==> config.mk <==
export PLATFORM = sky130hd
export DESIGN_NAME = fat_cell
export DESIGN_NICKNAME = d
export VERILOG_FILES = /design/src/sv/flow_allow_table_with_aging_top_assert.svh /design/src/sv/fat_pkg.sv /design/src/sv/fat_cell.sv
export SDC_FILE = /design/constraint.sdc
export NUM_CORES = 1
export LEC_CHECK = 0
export ABC_AREA = 0
export BUFFER_PORTS_ARGS = -buffer_cell sky130_fd_sc_hd__buf_2
export CAP_MARGIN = 5
export CORE_MARGIN = 10
export CORE_UTILIZATION = 59
export DETAILED_ROUTE_END_ITERATION = 7
export GPL_TIMING_DRIVEN = 0
export PLACE_DENSITY_LB_ADDON = 0.1
export SYNTH_ARGS = -nofsm -noshare
export SYNTH_HDL_FRONTEND = slang
export SYNTH_SLANG_ARGS = --single-unit
export TNS_END_PERCENT = 30
==> constraint.sdc <==
create_clock -name i_clk -period 26.5 [get_ports i_clk]
set_input_delay 5.3 -clock i_clk [delete_from_list [all_inputs] [get_ports i_clk]]
set_output_delay 5.3 -clock i_clk [all_outputs]
set_load 0.01 [all_outputs]
==> src/sv/flow_allow_table_with_aging_top_assert.svh <==
// ----------------------------------------------------------------------------
// Flow allow table assertion macros
// Shorthand for the concurrent checks of the flow allow table top level.
// ----------------------------------------------------------------------------
`ifndef FLOW_ALLOW_TABLE_WITH_AGING_TOP_ASSERT_SVH
`define FLOW_ALLOW_TABLE_WITH_AGING_TOP_ASSERT_SVH

// Same-cycle implication, disabled while reset is asserted.
`define FAT_ASSERT_NOW(lbl, ante, cons, msg) \
    lbl: assert property (@(posedge i_clk) disable iff (!i_rst_n) (ante) |-> (cons)) \
        else $error(msg);

// Next-cycle implication, disabled while reset is asserted.
`define FAT_ASSERT_NEXT(lbl, ante, cons, msg) \
    lbl: assert property (@(posedge i_clk) disable iff (!i_rst_n) (ante) |=> (cons)) \
        else $error(msg);

`endif

==> src/sv/fat_pkg.sv <==
`timescale 1ns / 1ps
// ----------------------------------------------------------------------------
// Flow allow table package
// Shared constants, codes and the scan token type of the flow allow table.
// ----------------------------------------------------------------------------
package fat_pkg;

    localparam int unsigned TABLE_ENTRIES_DEF = 64;
    localparam logic [15:0] VALIDITY_RESET    = 16'd600;

    typedef enum logic [1:0] {
        FUNC_ALLOW = 2'd0,
        FUNC_QUERY = 2'd1,
        FUNC_TICK  = 2'd2,
        FUNC_NONE  = 2'd3
    } t_func;

    typedef enum logic [2:0] {
        STAT_STORED  = 3'd0,
        STAT_FULL    = 3'd1,
        STAT_ACCEPT  = 3'd2,
        STAT_NOMATCH = 3'd3,
        STAT_TICK    = 3'd4
    } t_status;

    // Flags carried by the scan token from cell to cell.
    typedef struct packed {
        logic active;
        logic hit;
        logic free;
    } t_flags;

endpackage

==> src/sv/fat_cell.sv <==
`timescale 1ns / 1ps
// ----------------------------------------------------------------------------
// Flow allow table cell
// Holds one slot and passes the scan token on, adding its own match and free
// status when no lower slot has claimed them.
// ----------------------------------------------------------------------------
module fat_cell #(
    parameter int unsigned IW  = 6,
    parameter int unsigned IDX = 0
) (
    input  logic             i_clk,
    input  logic             i_rst_n,
    input  fat_pkg::t_flags  i_flags,
    input  logic [IW-1:0]    i_hit_idx,
    input  logic [IW-1:0]    i_free_idx,
    input  logic [31:0]      i_key_address,
    input  logic [15:0]      i_key_port,
    input  logic [31:0]      i_now,
    input  logic [15:0]      i_validity,
    input  logic             i_wr_en,
    input  logic [IW-1:0]    i_wr_idx,
    output fat_pkg::t_flags  o_flags,
    output logic [IW-1:0]    o_hit_idx,
    output logic [IW-1:0]    o_free_idx
);

    localparam logic [IW-1:0] MY_IDX = IW'(IDX);

    logic            r_valid;
    logic [31:0]     r_address;
    logic [15:0]     r_port;
    logic [31:0]     r_stamp;
    fat_pkg::t_flags r_flags;
    logic [IW-1:0]   r_hit_idx;
    logic [IW-1:0]   r_free_idx;

    fat_pkg::t_flags n_flags;
    logic [IW-1:0]   n_hit_idx;
    logic [IW-1:0]   n_free_idx;
    logic [31:0]     age;
    logic            live;
    logic            match;

    // Age wraps modulo 2^32 like the seconds counter itself.
    assign age   = i_now - r_stamp;
    assign live  = r_valid && (age < {16'd0, i_validity});
    assign match = live && (r_address == i_key_address) && (r_port == i_key_port);

    always_comb begin
        n_flags.active = i_flags.active;
        n_flags.hit    = i_flags.hit | match;
        n_flags.free   = i_flags.free | !live;
        n_hit_idx      = i_flags.hit  ? i_hit_idx  : MY_IDX;
        n_free_idx     = i_flags.free ? i_free_idx : MY_IDX;
    end

    always_ff @(posedge i_clk) begin
        if (!i_rst_n) begin
            r_valid <= 1'b0;
            r_flags <= '0;
        end else begin
            r_flags <= n_flags;
            if (i_wr_en && (i_wr_idx == MY_IDX)) begin
                r_valid <= 1'b1;
            end
        end
    end

    always_ff @(posedge i_clk) begin
        r_hit_idx  <= n_hit_idx;
        r_free_idx <= n_free_idx;
        if (i_wr_en && (i_wr_idx == MY_IDX)) begin
            r_address <= i_key_address;
            r_port    <= i_key_port;
            r_stamp   <= i_now;
        end
    end

    assign o_flags    = r_flags;
    assign o_hit_idx  = r_hit_idx;
    assign o_free_idx = r_free_idx;

endmodule
# Word level (Yosys, flattened, before mapping)
# Index checks and enable logic that the tools add are counted.
[word_totals]
regBits = 96
latch_bits = 0
mem_bits_rw = 0
rom_bits = 0
output_inout_bits = 15
wordCells = 21
mem_count = 0
[classes]
n_addsub = 1
multipliers = 0
div = 0
magnitude_cmp = 1
n_eq_ne = 2
shifts = 0
mux = 0
bitwise = 2
reduce_logical = 6
[op_table]
columns = ["operator", "count"]
rows = [
  ["equality test 32 bit", 1],
  ["< comparator 32 x 16 -> 1 bit", 1],
  ["subtractor 32 bit", 1],
  ["equality test 16 bit", 1],
  ["logical NOT 6 bit", 1],
  ["logical AND 1 bit", 4],
  ["OR 1 bit", 2],
  ["logical NOT 1 bit", 1],
]

# Longest topological paths before layout
# Gate-level depths: netlist of the first run.
[logic_depth]
ltp_word = 6
mapped_depth = 20
ltp_nobuf = 20

# Worst setup path after synthesis of the first run
# Ideal clock, no wire load.
[synth_path]
path_kind = "input-to-reg"
from = "in i_wr_idx[2]"
to = "reg r_address[0], enable pin"
arrival_ns = 13.600
required_ns = 25.773
slack_ns = 12.173
stages = 2
path_buffers = 0
path_cell_list = "or4b_2 -> nor4_1"
[synth_between]
elab_chain_len = 2
[synth_rtl]
columns = ["item", "line", "text"]
rows = [
  ["start: declaration", "fat_cell.sv:21", "input logic [IW-1:0] i_wr_idx,"],
  ["logical NOT 6 bit", "fat_cell.sv:72", "if (i_wr_en && (i_wr_idx == MY_IDX)) begin"],
  ["logical AND 1 bit", "fat_cell.sv:72", ""],
  ["end signal: assignment", "fat_cell.sv:73", "r_address <= i_key_address;"],
  ["end: declaration", "fat_cell.sv:30", "logic [31:0] r_address;"],
]
# Every way passes these cells.
# A chain may end at the register's enable or synchronous reset.

# Worst setup path after layout of the first run
[layout_path]
from = "in i_now[1]"
to = "reg r_flags (netlist bit o_flags[0])"
[layout_between]
elab_chain_len = 5
[layout_rtl]
columns = ["item", "line", "text"]
rows = [
  ["start: declaration", "fat_cell.sv:18", "input logic [31:0] i_now,"],
  ["subtractor 32 bit", "fat_cell.sv:45", "assign age = i_now - r_stamp;"],
  ["< comparator 32 x 16 -> 1 bit", "fat_cell.sv:46", "assign live = r_valid && (age < {16'd0, i_validity});"],
  ["logical AND 1 bit", "fat_cell.sv:46", ""],
  ["logical NOT 1 bit", "fat_cell.sv:52", "n_flags.free = i_flags.free | !live;"],
  ["OR 1 bit", "fat_cell.sv:52", ""],
  ["end signal: assignment", "fat_cell.sv:62", "r_flags <= n_flags;"],
  ["end: declaration", "fat_cell.sv:33", "fat_pkg::t_flags r_flags;"],
]
# Every way passes these cells.

==> results of run 1 <==
-- worst paths after layout --
path	end	start	slack (ns)
worst max-delay path	o_flags[0]	i_now[1]	17.57
worst min-delay path	r_valid	r_valid	0.53
worst max register to register	o_flags[0]	r_stamp[1]	22.16
worst min register to register	r_valid	r_valid	0.53
-- power by group --
group / total, mW / internal, mW / switching [mW]
logic: 0.0529 / 0.0244 / 0.0285
registers: 0.166 / 0.165 / 0.000534
clock network: 0.0944 / 0.0361 / 0.0582
total: 0.313 / 0.226 / 0.0873
-- sequential cells by signal (all words and copies together), names as in the netlist --
| name | count |
|---|---|
| r_valid | 1 |
| r_address | 32 |
| o_flags | 3 |
| o_hit_idx | 6 |
| r_port | 16 |
| o_free_idx | 6 |
| r_stamp | 32 |
-- routing by layer --
layer | GRT usage, % | vias to the layer above | share of wire [%]
li1 | - | 2268 | -
met1 | 22.8 | 2117 | 43
met2 | 32.7 | 131 | 50
met3 | 3.71 | 22 | 4.4
met4 | 6.79 | 0 | 2.2
met5 | 0 | - | 0
-- cell usage in the layout (no fill, tap or decap), types with 5 or more instances in the layout --
| master | count |
|---|---|
| buf_4 | 12 |
| and2_1 | 17 |
| nand3_1 | 12 |
| a31oi_1 | 6 |
| xnor2_1 | 13 |
| o21ai_0 | 15 |
| edfxtp_1 | 80 |
| a21o_1 | 6 |
| nor4_1 | 14 |
| nor3_1 | 7 |
| nand2_1 | 34 |
| inv_1 | 55 |
| buf_2 | 135 |
| xor2_1 | 56 |
| dfxtp_1 | 16 |
| nor2_1 | 20 |
| a21oi_1 | 41 |
| nand4_1 | 9 |
| clkbuf_8 | 9 |
| o21bai_1 | 5 |
| ha_1 | 46 |
| o21a_1 | 7 |
-- per-stage QoR --
stage          power, mW  util (%)  area [µm²]  instances
6_report           0.313      73.0        6850        827
5_1_grt            0.327      73.0        6850        827
4_1_cts            0.315      73.0        6840        825
3_5_place_dp       0.222      71.0        6650        809
3_3_place_gp       0.219      70.1        6570        799
2_1_floorplan      0.201         -        5740        536
-- layout make-up --
cell class                      count  area [µm²]  area share, %
Antenna cell                        2        5.00         0.0731
Sequential cell                    96        2720           39.8
Inverter                           55         206           3.02
Tap cell                          129         161           2.36
Multi-Input combinational cell    378        2770           40.4
Clock buffer                        9         124           1.81
Clock inverter                      7        65.1          0.950
Buffer                              7        50.0          0.731
Timing Repair Buffer              144         746           10.9
-- cells by family after synthesis --
| logic type | count (synthesis) | share of synthesized area [%] |
|---|---|---|
| adders and majority gates | 47 | 10.4 |
| DFF | 96 | 47.4 |
| buffers and inverters | 62 | 4.47 |
| and+or+nand+nor | 142 | 13.5 |
| xor gates and xnor gates | 69 | 10.5 |
| muxes | 3 | 0.523 |
| AOI/OAI and AO/OA | 117 | 13.2 |
==> out/qor.csv, run 1 <==
stage,metric,value,unit
pwr,peakVddDrop,0.0000276,V
sta,fin_worst_skew,0.00957,ns
worst_setup_path,cp_max_fo,3,
detailed_routing,wl_per_cell,16.5,µm
global_routing,grt_overflow_total,0,
clocking,tritoncts,built,
synth,async_flop_share,0,%
clocking,cts_root_buf,clkbuf_8,
hold_path,hp-class,reg -> reg,
pwr,p_leak,3.02,nW
die,core,0.00937,mm²
die,rows,35,
clocking,ctsLongestPathBuffers,2,
synth,netlist_area,0.00574,mm²
detailed_routing,drt-vias-per-instance,5.49,
synth,yosys-top-cells-count,"edfxtp_1, xor2_1, inv_1",
die,die_area,0.0141,mm²
synth,yosys-top-cells-area,"edfxtp_1, ha_1, xor2_1, dfxtp_1, inv_1",
place,gp_congestion,0.903,
sta,worst_slew_pin_slew,0.702,ns
synth,ys_warn_count,0,
place,portBuffers,134,
pwr,p_per_area,45.7,mW/mm²
sta,grt_setup_unrepaired,false,
clocking,cts_buffers,9,
synth,avgSynthCellArea,10.7,µm²
synth,synth.most_common_cell,edfxtp_1,
die,fp.dieW,119,µm
clocking,path_clk_slew,0.10,ns
worst_setup_path,worst-path-buf-inv,1,
detailed_routing,postRouteAntennaNets,0,
synth,synth_cells,536,
worst_setup_path,slowest_delay,0.48,ns
worst_setup_path,slowest_stage,a2111oi_0,
place,post-place-ws,17.27,ns
clocking,clkLatencyLatePin,0.37,ns
sta,max-slew-margin-rel,52.8,%
clocking,clock_sinks,96,
global_routing,grt_pass1_vias,4681,
worst_setup_path,arrival,9.21,ns
job,drv_cap,0,
sta,finalCritPeriodShare,33.7,%
layout,drive_gt1_share,25.7,%
clocking,cts_setup_buffers,0,
hold_path,whs_path_depth,1,
synth,ys_ff_latch,96,
die,die_height,119,µm
synth,synth-main-ff-cell,edfxtp_1,
detailed_routing,dr.pass1.iters,5,
sta,holdWs,0.532,ns
worst_setup_path,cpMostUsedCell,a21oi_1,
sta,fmax,112,MHz
global_routing,grt_pass1_wl,22.1,mm
sta,drv_slew,0,
layout,syn2layout_area_growth,19.3,%
clocking,postCtsResizedCells,0,
sta,period_needed,8.93,ns
synth,synth_top_area_share,41.9,%
synth,seq_area_frac_synth,47.4,%
sta,setup_viol,0,
layout,nets,858,
clocking,cts_hold_buf,0,
run_status,status,"complete, no violations",
worst_setup_path,critPathRequiredTime,26.78,ns
worst_setup_path,cp_cell_sequence,buf_2 -> ha_1 -> nor2b_1 -> o2111ai_1 -> and3_2 -> o21bai_1 -> a21oi_1 -> o21bai_1 -> a21oi_1 -> xnor2_1 -> ha_1 -> a21oi_1 -> nor2_1 -> a2111oi_0 -> a21oi_1 -> a211oi_1 -> a31oi_1 -> a21oi_1 -> nand4_1 -> o21a_1,
sta,fin_ws,17.57,ns
global_routing,antenna_found_initial,2,
sta,tns,0,ns
worst_setup_path,start_kind,primary input,
clocking,cts.htree.levels,3,
die,top_level_ports,135,
worst_setup_path,path_delay_family,compound AO/OA/AOI/OAI gates,
worst_setup_path,critPathKind,in -> reg,
synth,yosysTopAreaCell,edfxtp_1,
place,hpwl,11.2,mm
synth,synth.distinct_cells,64,
synth,synth-edff-count,80,
detailed_routing,remaining_drc_errors,0,
layout,nFillCells,729,
worst_setup_path,path_depth,20,
detailed_routing,drtIter0Drc,357,
synth,syn_nets,703,
die,start_util,61.2,%
detailed_routing,drt-total-wl,13.6,mm
worst_setup_path,r2r_cells,20,
global_routing,grt_max_degree,19,
global_routing,grt_use_total,18.9,%
worst_setup_path,endpoint_kind,flop,
sta,finalHoldViolCount,0,
detailed_routing,vias,4538,
No activity file was read; power rests on OpenSTA's default activity.
==> inputs of run 2 (changes only) <==
--- a/config.mk
+++ b/config.mk
@@ -9,7 +9,7 @@
 export BUFFER_PORTS_ARGS = -buffer_cell sky130_fd_sc_hd__buf_2
 export CAP_MARGIN = 5
 export CORE_MARGIN = 10
-export CORE_UTILIZATION = 59
+export CORE_UTILIZATION = 49
 export DETAILED_ROUTE_END_ITERATION = 7
 export GPL_TIMING_DRIVEN = 0
 export PLACE_DENSITY_LB_ADDON = 0.1
==> constraint.sdc (replaced) <==
create_clock -name i_clk -period 7.25 [get_ports i_clk]
set_input_delay 1.45 -clock i_clk [delete_from_list [all_inputs] [get_ports i_clk]]
set_output_delay 1.45 -clock i_clk [all_outputs]
set_load 0.01 [all_outputs]
==> run 2 against run 1 <==
Compared with the run above:
- core utilization down 12 points
- setup slack worse by 15 ns
- die area up 17%
- sequential share of layout area down 0.79 points
- final area up 2.0%
- total power rose to 4.1 times the previous value
- sequential power rose to 3.7 times the previous value
- count of clock-buffer cells in the layout up 3
- global-route usage down 2.3 points
- largest cell class unchanged
- highest routed layer unchanged
- final cell count up 0.97%
- via count down 0.53%
- clock skew down 0.0056 ns
==> out/qor.csv, run 2 (synthesis gave the netlist of run 1 again) <==
stage,metric,value,unit
place,gp_congestion,0.836,
clocking,cts.htree.levels,3,
sta,period_needed,5.12,ns
worst_setup_path,critPathRequiredTime,7.49,ns
detailed_routing,wl_per_cell,16.3,µm
layout,nets,854,
pwr,power,1.29,mW
pwr,seqPwrFrac,47.1,%
die,fp.dieW,128,µm
sta,fin_worst_skew,0.00397,ns
place,portBuffers,134,
clocking,cts_setup_buffers,0,
layout,antennaDiodeCount,0,
clocking,clock_sinks,96,
global_routing,grt_max_degree,17,
detailed_routing,remaining_drc_errors,0,
sta,finalHoldViolCount,0,
worst_setup_path,slowest_stage,a2111oi_0,
die,die_height,128,µm
clocking,path_clk_slew,0.06,ns
hold_path,hp-class,reg -> reg,
detailed_routing,postRouteAntennaNets,0,
detailed_routing,dr.pass1.iters,5,
global_routing,grt_overflow_total,0,
sta,finalCritPeriodShare,70.6,%
clocking,cts_buffers,9,
sta,setup_viol,0,
global_routing,grt_pass1_wl,22.2,mm
worst_setup_path,crit_start,i_now[1],
clocking,tritoncts,built,
clocking,cts_hold_buf,0,
layout,drive_gt1_share,25.1,%
sta,fmax,195,MHz
die,rows,39,
worst_setup_path,cp_cell_sequence,buf_2 -> ha_1 -> nor2b_1 -> o2111ai_1 -> and3_2 -> o21bai_1 -> a21oi_1 -> o21bai_1 -> a21oi_1 -> xnor2_1 -> ha_1 -> a21oi_1 -> nor2_1 -> a2111oi_0 -> a21oi_1 -> a211oi_1 -> a31oi_1 -> a21oi_1 -> nand4_1 -> o21a_1,
pwr,p_per_area,184,mW/mm²
global_routing,grt_pass1_vias,4658,
detailed_routing,vias,4514,
sta,max-slew-margin-rel,56.1,%
layout,largestRegisters,"r_address x32, r_stamp x32, r_port x16",
worst_setup_path,slowest_delay,0.60,ns
run_status,status,"complete, no violations",
place,hpwl,11.0,mm
global_routing,grt.met3_usage,4.43,%
detailed_routing,drt-total-wl,13.6,mm
detailed_routing,drt-vias-per-instance,5.41,
worst_setup_path,cp_max_fo,3,
clocking,cts_root_buf,clkbuf_16,
detailed_routing,drtIter0Drc,233,
worst_setup_path,cpMostUsedCell,a21oi_1,
pwr,pwr-share-comb,15.0,%
global_routing,grt_use_met2,27.6,%
sta,worst_slew_pin_slew,0.642,ns
global_routing,antenna_found_initial,0,
worst_setup_path,arrival,5.35,ns
global_routing,grt_use_total,16.6,%
layout,final_util,61.2,%
worst_setup_path,critPathKind,in -> reg,
job,drv_cap,0,
pwr,power.internal,0.972,mW
pwr,p_leak,3.06,nW
global_routing,met1_usage,20.5,%
layout,final_cell_mix,"buf_2, edfxtp_1, xor2_1, inv_1, ha_1",
pwr,peakVddDrop,0.000148,V
worst_setup_path,endpoint_kind,flop,
clocking,clkLatencyLatePin,0.34,ns
clocking,postCtsResizedCells,0,
global_routing,busiest_layer,met2,
die,start_util,50.3,%
sta,drv_slew,0,
layout,layout_commonest_cell,buf_2,
die,core,0.0114,mm²
worst_setup_path,timing.rr.start,r_stamp[1],
clocking,ctsLongestPathBuffers,2,
hold_path,holdCritStartpoint,r_valid,
sta,grt_setup_unrepaired,false,
die,top_level_ports,135,
die,die_area,0.0164,mm²
layout,syn2layout_area_growth,21.7,%
pwr,p_clk_share,37.8,%
pwr,p_sw,0.313,mW
worst_setup_path,start_kind,primary input,
pwr,switching_share,24.4,%
==> run 2: cell types whose count changed in the layout (fill, tap and decap cells not counted), moves of 4 or more <==
cell       previous run  this run
buf_8                 0         4
buf_4                12         2
clkbuf_8              9         1
clkbuf_16             0         9
==> run 2: critical path, delay by kind of cell <==
kind / cells / cell delay (ns)
AOI/OAI and AO/OA: 12 / 2.45
and+or+nand+nor: 4 / 0.64
xor gates and xnor gates: 1 / 0.14
adders and majority gates: 2 / 0.54
buffers and inverters: 1 / 0.12
==> run 2: per-layer routing <==
layer | vias up | share of wire, %
li1 | 2270 | -
met1 | 2115 | 44
met2 | 117 | 49
met3 | 12 | 5.6
met4 | 0 | 1.3
met5 | - | 0
==> run 2: per-stage QoR <==
step	hold slack, ns	std cells	instance area [µm²]	setup slack, ns	TNS, ns
finish	0.527	835	6980	2.13	0
global route	0.557	835	6980	1.92	0
CTS	0.532	835	6980	2.12	0
detailed placement	0.510	819	6690	1.76	0
global placement	0.498	813	6590	-1.73	-139.51
floorplan	0.440	536	5740	0.195	0
==> run 2: area by class of cell <==
| cell class | count | area, µm² |
|---|---|---|
| clock inverters | 4 | 52.6 |
| inverters | 55 | 206 |
| flip-flops and latches | 96 | 2720 |
| plain buffers | 7 | 50.0 |
| multi-input cells | 378 | 2770 |
| clock buffers | 12 | 246 |
| well taps | 143 | 179 |
| fillers | 992 | 4430 |
| repair buffers | 140 | 753 |
==> run 2: power groups by stage <==
stage,logic (mW),clock network [mW],registers [mW]
final,0.193,0.486,0.606
after global routing,0.218,0.522,0.606
after CTS,0.194,0.498,0.606
after detailed placement,0.192,0,0.618
after global placement,0.184,0,0.618
after floorplan,0.115,0,0.621
==> run 2: final timing paths <==
check | cells past startpoint | slack (ns) | to
setup / recovery | 20 | 2.13 | o_flags[0]
hold / removal | 1 | 0.53 | r_valid
setup reg to reg | 20 | 2.92 | o_flags[0]
hold reg to reg | 1 | 0.53 | r_valid
==> inputs of run 3 (changes only) <==
--- a/config.mk
+++ b/config.mk
@@ -5,11 +5,11 @@
 export SDC_FILE = /design/constraint.sdc
 export NUM_CORES = 1
 export LEC_CHECK = 0
-export ABC_AREA = 0
+export ABC_AREA = 1
 export BUFFER_PORTS_ARGS = -buffer_cell sky130_fd_sc_hd__buf_2
 export CAP_MARGIN = 5
 export CORE_MARGIN = 10
-export CORE_UTILIZATION = 49
+export CORE_UTILIZATION = 56
 export DETAILED_ROUTE_END_ITERATION = 7
 export GPL_TIMING_DRIVEN = 0
 export PLACE_DENSITY_LB_ADDON = 0.1
==> constraint.sdc (replaced) <==
create_clock -name i_clk -period 4.82 [get_ports i_clk]
set_input_delay 0.964 -clock i_clk [delete_from_list [all_inputs] [get_ports i_clk]]
set_output_delay 0.964 -clock i_clk [all_outputs]
set_load 0.01 [all_outputs]
==> run 3 against run 2 <==
Compared with the run above:
- via count is 21% higher
- highest routed layer unchanged
- hold slack better by 0.00082 ns
- clock skew rose by 0.0013 ns
- routed wire length up 16%
- sequential share of layout area fell by 3.1 points
==> out/qor.csv, run 3 <==
stage,metric,value,unit
synth,yosys-top-cells-count,"nand2_1, inv_1, edfxtp_1",
worst_setup_path,worst-path-buf-inv,4,
layout,final_cell_mix,"nand2_1, inv_1, buf_2, edfxtp_1, nor2_1",
synth,yosysTopAreaCell,edfxtp_1,
layout,fin_area,0.00759,mm²
worst_setup_path,cp_max_fo,4,
worst_setup_path,slowest_delay,0.41,ns
sta,finalCritPeriodShare,74.9,%
clocking,clkLatencyLatePin,0.35,ns
place,hpwl,13.3,mm
clocking,path_clk_slew,0.07,ns
sta,worst_slew_pin_slew,0.528,ns
sta,fmax,277,MHz
clocking,cts.htree.levels,3,
clocking,tritoncts,built,
run_status,status,"complete, no violations",
worst_setup_path,slowest_stage,fa_1,
global_routing,grt_max_degree,18,
layout,antennaDiodeCount,0,
worst_setup_path,cpMostUsedCell,nand2_1,
place,portBuffers,134,
pwr,peakVddDrop,0.000233,V
worst_setup_path,start_kind,primary input,
clocking,cts_hold_buf,0,
global_routing,grt_pass1_vias,5599,
pwr,pwr-share-comb,17.0,%
place,gp_congestion,0.937,
detailed_routing,wl_per_cell,14.4,µm
pwr,power.internal,1.41,mW
global_routing,grt_pass1_wl,25.8,mm
die,top_level_ports,135,
synth,synth.distinct_cells,33,
clocking,cts_buffers,9,
synth,synth.most_common_cell,nand2_1,
worst_setup_path,path_delay_family,simple AND/OR/NAND/NOR gates,
layout,syn2layout_area_growth,18.8,%
detailed_routing,drt-total-wl,15.8,mm
global_routing,grt_use_total,19.7,%
worst_setup_path,critPathRequiredTime,5.07,ns
hold_path,hp-class,reg -> reg,
detailed_routing,drt-vias-per-instance,4.97,
die,start_util,58.2,%
synth,synth-main-ff-cell,edfxtp_1,
synth,synth_top_area_share,37.6,%
global_routing,grt_overflow_total,0,
sta,finalHoldViolCount,0,
detailed_routing,remaining_drc_errors,0,
clocking,clock_sinks,96,
sta,period_needed,3.61,ns
clocking,ctsLongestPathBuffers,2,
sta,setup_viol,0,
synth,yosys-top-cells-area,"edfxtp_1, nand2_1, inv_1, ha_1, xnor2_1",
sta,grt_setup_unrepaired,false,
synth,ys_ff_latch,96,
die,die_height,127,µm
clocking,cts_root_buf,clkbuf_16,
pwr,p_sw,0.500,mW
detailed_routing,vias,5476,
pwr,switching_share,26.2,%
sta,fin_worst_skew,0.00527,ns
die,rows,38,
detailed_routing,dr.pass1.iters,5,
synth,seq_area_frac_synth,42.6,%
pwr,seqPwrFrac,47.7,%
global_routing,antenna_found_initial,0,
worst_setup_path,endpoint_kind,flop,
detailed_routing,drtIter0Drc,245,
worst_setup_path,arrival,3.86,ns
synth,netlist_area,0.00639,mm²
worst_setup_path,critPathKind,in -> reg,
synth,avgSynthCellArea,7.93,µm²
synth,synth_cells,806,
layout,drive_gt1_share,18.2,%
place,place_area,0.00731,mm²
synth,async_flop_share,0,%
synth,syn_nets,973,
die,core,0.0110,mm²
layout,layout_commonest_cell,nand2_1,
pwr,p_clk_share,35.3,%
pwr,p_leak,3.93,nW
layout,largestRegisters,"r_address x32, r_stamp x32, r_port x16",
pwr,p_per_area,252,mW/mm²
clocking,cts_setup_buffers,0,
sta,max-slew-margin-rel,64.6,%
pwr,power,1.91,mW
clocking,postCtsResizedCells,0,
sta,holdWs,0.528,ns
layout,nets,1123,
synth,synth-edff-count,80,
sta,drv_slew,0,
job,drv_cap,0,
die,die_area,0.0161,mm²
die,fp.dieW,127,µm
synth,ys_warn_count,0,
detailed_routing,postRouteAntennaNets,0,
layout,final_util,69.1,%
-- run 3: cell types whose count changed in the layout (fill, tap and decap cells not counted), sizes merged, moves of 7 or more --
cell	previous run	this run
inv	56	176
nand2	34	245
nand3	12	38
nor2	20	59
a21oi	42	26
and2	17	2
o21ai	19	6
nand4	9	20
xor2	56	22
nor4	15	4
xnor2	13	39
a21o	7	0
-- run 3: layout make-up --
type / instances / area, µm²
fill: 922 / 3390
multi-input combinational: 533 / 3020
sequential: 96 / 2720
timing repair buffer: 139 / 731
inverter: 177 / 664
clock buffer: 12 / 246
tap: 140 / 175
clock inverter: 4 / 31.3
-- run 3: power groups by stage --
stage | combinational (mW) | clock (mW) | sequential (mW)
final | 0.324 | 0.674 | 0.912
after global routing | 0.369 | 0.717 | 0.912
after CTS | 0.325 | 0.687 | 0.912
after detailed placement | 0.322 | 0 | 0.930
after global placement | 0.309 | 0 | 0.930
after floorplan | 0.194 | 0 | 0.934
-- run 3: metal layers --
layer	up-vias	routed length (µm)	GRT usage (%)
li1	2835	-	-
met1	2481	6910	23.5
met2	137	7900	34.6
met3	23	714	3.25
met4	0	324	7.84
met5	-	0	0
-- run 3: cells by family (layout without fill, tap and decap cells) --
kind of cell    Yosys count  count (layout)  share of synthesized area, %
compound gates           39              39                          3.39
xor+xnor                 61              61                          8.36
fa+ha+maj                47              47                          9.32
buf+inv                 177             332                          10.4
flops                    96              96                          42.6
simple gates            386             386                          25.9
-- run 3: per-stage QoR --
stage                     cells  setup WS [ns]  setup TNS [ns]
final                      1101           1.21               0
after global routing       1101          0.873               0
after CTS                  1101           1.22               0
after detailed placement   1085          0.849               0
after global placement     1080         -0.345          -27.14
after floorplan             806          0.653               0
-- run 3: tightest hold or removal path: stages, from the launching register on --
cell	delay (ns)
dfxtp_1	0.33
nor2_1	0.11
nor2_1	0.04
-- run 3: final timing paths --
kind,startpoint,end,slack (ns),depth (start not counted)
max,i_now[0],o_flags[0],1.21,25
min,r_valid,r_valid,0.53,2
max reg2reg,r_stamp[0],o_flags[0],1.57,23
min reg2reg,r_valid,r_valid,0.53,2
